===== src/hdl/lru_ram.sv =====
`timescale 1ns / 1ps
// ----------------------------------------------------------------------------
// lru_ram
// Generic single-port RAM with registered read data.
// ----------------------------------------------------------------------------
module lru_ram #(
  parameter int unsigned Width = 8,
  parameter int unsigned Depth = 256
) (
  input  logic                     clk_i,
  input  logic                     we_i,
  input  logic [$clog2(Depth)-1:0] addr_i,
  input  logic [Width-1:0]         wdata_i,
  output logic [Width-1:0]         rdata_o
);

  logic [Width-1:0] mem_q [Depth];

  always_ff @(posedge clk_i) begin
    if (we_i) begin
      mem_q[addr_i] <= wdata_i;
    end
    rdata_o <= mem_q[addr_i];
  end

endmodule


===== config.mk =====
export PLATFORM = sky130hd
export DESIGN_NAME = lru_ram
export DESIGN_NICKNAME = d
export VERILOG_FILES = /design/src/hdl/lru_ram.sv
export SDC_FILE = /design/constraint.sdc
export NUM_CORES = 2
export LEC_CHECK = 0
export BUFFER_PORTS_ARGS = -buffer_cell sky130_fd_sc_hd__buf_2
export CAP_MARGIN = 5
export CELL_PAD_IN_SITES_DETAIL_PLACEMENT = 1
export CELL_PAD_IN_SITES_GLOBAL_PLACEMENT = 2
export CORE_ASPECT_RATIO = 0.7
export CORE_MARGIN = 2
export CORE_UTILIZATION = 55
export DETAILED_ROUTE_END_ITERATION = 7
export MAX_ROUTING_LAYER = met4
export PLACE_DENSITY_LB_ADDON = 0.1
export SLEW_MARGIN = 20
export SYNTH_ARGS = -nofsm -noshare
export SYNTH_HDL_FRONTEND = slang
export SYNTH_SLANG_ARGS = --single-unit

===== constraint.sdc =====
create_clock -name clk_i -period 5.4 [get_ports clk_i]
set_clock_uncertainty 0.15 [all_clocks]
set_input_delay 0.54 -clock clk_i [delete_from_list [all_inputs] [get_ports clk_i]]
set_output_delay 0.54 -clock clk_i [all_outputs]
set_load 0.01 [all_outputs]

==> metrics.txt <==
compound-cell area share of the yosys netlist=3.62%; CTS tree=built; M2 GR Usage=a little over two fifths; largest family of logic cells by synthesized area=multiplexers; yosys warns=0; Initial Util=a little under three fifths; final hold viol count=0; power per cell area=around 370 mW/mm²; area share of fa/ha/maj cells after synthesis=0%; Cell variety after synth=22; critical-path maximum fanout=74; Post-Synth XOR/XNOR Area=0%; Non-Filler Instances=roughly 5700; drt drc=0; Clock transition at path regs=about 0.070 ns; cell row count=115; drt first pass iters=5; busiest grt layer=met1; Leak=26.7 nW; Post-Synthesis Cell Area=0.0785 mm²; Worst EP arrival=about 4.1 ns; RSZ-0062 raised after global routing=false; post-cts resize count=0; die height=320 µm; run status=finished, final reports clean; clock power share=40.6%; met3 Usage GRT=6.10%; layout cells sized above 1=between 20% and 30%; Comb pwr share=under 10%; Crit-path slowest cell=o41ai_1; Setup TNS=0 ns; Hold Path End=mem_q[0][5]; Detailed Route WL=roughly 210000 µm; FF+latch count, synth=roughly 2100; Slew Limit Fails=0; reg-to-reg endpoint=rdata_o[3]; critical path capture point type=register; hpwl dp=around 130000 µm; startpoint types=input pin; Hold Path Class=input pin to register; dpl cells=between 5000 and 6000; Sw Pwr=roughly 7 mW; area delta synth->final=11.6%; Worst R2R Start=mem_q[11][3]; Place WS=between 0.9 and 1 ns; largest net degree at the start of global routing=roughly 210; # Max-Cap Violations=0; initial antenna violation count=5; Avg WL per Cell=36.2 µm; Flop pwr share=between 50 and 60%; Seq/Total Area, Yosys=between 70% and 80%; Detailed Route Iter0 Violations=5199; post-route clock period utilization=67.3%; CP Cell Sequence=buf_8 > buf_4 > mux4_2 > a22oi_1 > a21oi_1 > o41ai_1 > nand4_1; Worst Reg-to-Reg Cells=5; global-route wire length before repair=approximately 300000 µm; CTS root buffer=clkbuf_16; DR vias/cell=between 6 and 7; start point of the worst hold path=wdata_i[5]; number of placed I/O pins=26; total global routing overflow=0; hold path cells=1; postcts setup bufs=0; clk_lat worst skew=~0.85 ns; Setup CP Type=input pin to register; Int Power=~25 mW; sw frac=a little over a fifth; Num Clock Sinks=approximately 2100; Final min period=roughly 3.6 ns; f_max=275 MHz; leading cell type in the layout, fill and taps excluded=edfxtp_1; Syn Inst Count=approximately 3500; Core ar.=0.141 mm²; total CTS buffers=roughly 190; M1 GR Usage=about 46%; slew at the pin closest to its max-slew limit=~1.1 ns; vias in the first global route=39686; mux contribution to synthesized area=between 10% and 20%; overall global routing resource usage=between 20 and 30%; post-synthesis simple-gate area fraction=between 1.5 and 2%; worst reg2reg setup slack=about 2.4 ns; most frequent cells in the layout=2048 x edfxtp_1, 512 x mux4_2, 256 x a22oi_1; Die Wd=approximately 460 µm; final setup fails=0; CTS Buffer Depth=3; setup slack after layout=approximately 1.8 ns; worst vdd ir=between 0.4 and 0.5 mV; relative slew slack=about a quarter; Post-DRT Antenna Nets=0; die area=0.146 mm²; syn_nets=about 3600; slowest stage delay, CP=just under 1 ns; # hold bufs at CTS=0; CTS H-Tree Depth=4; Mean Syn Cell Area=22.1 µm²; vias=approximately 39000; Critical Path RT=~5.9 ns; PortBufs=25; gpl congestion=approximately 0.82; final net count=about 3700
-- registers in the layout (all words and copies together) (netlist names) --
name and cells:
rdata_o 8, mem_q 2048
-- worst max-delay path: cells and delay by family --
kind,cells,cell delay (ns)
buf+inv,2,1.15
compound gates,3,1.60
mux,1,0.41
simple gates,1,0.15
-- metrics by stage --
| step | hold slack (ns) | utilization [%] | area, µm² | power, mW |
|---|---|---|---|---|
| global placement | 0.781 | 57.9 | 81600 | 19.4 |
| CTS | 0.0161 | 62.1 | 87600 | 32.3 |
| global route | 0.0529 | 62.1 | 87600 | 32.9 |
| finish | 0.0575 | 62.1 | 87600 | 32.2 |
| detailed placement | 0.788 | 57.9 | 81600 | 19.5 |
| floorplan | 0.489 | - | 78500 | 18.7 |
-- kinds of logic after synthesis --
kind of cell           Yosys count
flip-flops                    2056
AND/OR/NAND/NOR                330
multiplexers                   512
buffers and inverters          233
AO/OA/AOI/OAI                  416
-- worst max-delay path by stage --
stage | start | end | slack, ns | depth (start not counted)
2_1_floorplan | addr_i[1] | mem_q[111][0] | 2.49 | 9
5_1_grt | addr_i[0] | rdata_o[4] | 1.68 | 8
4_1_cts | addr_i[0] | rdata_o[4] | 1.77 | 8
3_5_place_dp | addr_i[0] | rdata_o[4] | 0.93 | 8
6_report | addr_i[1] | rdata_o[3] | 1.77 | 7
3_3_place_gp | addr_i[0] | rdata_o[0] | 0.47 | 8
-- power by group through the flow --
| stage | Combinational, mW | Clock (mW) | Sequential [mW] |
|---|---|---|---|
| after floorplan | 0.782 | 0 | 17.9 |
| after global placement | 1.46 | 0 | 18.0 |
| after detailed placement | 1.51 | 0 | 18.0 |
| after CTS | 1.51 | 13.2 | 17.6 |
| after global routing | 1.60 | 13.7 | 17.6 |
| final | 1.51 | 13.1 | 17.6 |
-- cells in the mapped netlist, drive strengths merged --
cell type | count | area, µm²
nand2b | 6 | 37.5
mux4 | 512 | 11500
clkbuf | 145 | 544
or3 | 1 | 6.26
edfxtp | 2048 | 61500
a22oi | 256 | 1920
or2 | 2 | 12.5
nor2 | 232 | 871
dfxtp | 8 | 160
buf | 87 | 552
nor3 | 30 | 150
nor2b | 7 | 43.8
nand4 | 8 | 50.1
nand3 | 13 | 65.1
nand2 | 28 | 105
inv | 1 | 3.75
o41ai | 32 | 280
and2 | 3 | 18.8
a21oi | 128 | 641
-- area by class of cell --
cell class | instances | area (µm²)
inverters | 1 | 3.75
repair buffers | 208 | 1880
clock inverters | 101 | 872
diodes | 3 | 7.51
multi-input cells | 1258 | 15800
well taps | 1872 | 2340
clock buffers | 235 | 5050
fillers | 11334 | 53400
flip-flops and latches | 2056 | 61700
-- layer usage --
metal	vias up	routed length [µm]	share of wire, %
met4	0	4110	2.0
met2	1935	94100	45
li1	15415	-	-
met3	241	19800	9.5
met5	-	0	0
met1	21145	89700	43
Note: power is estimated with default switching activity, not from simulation.
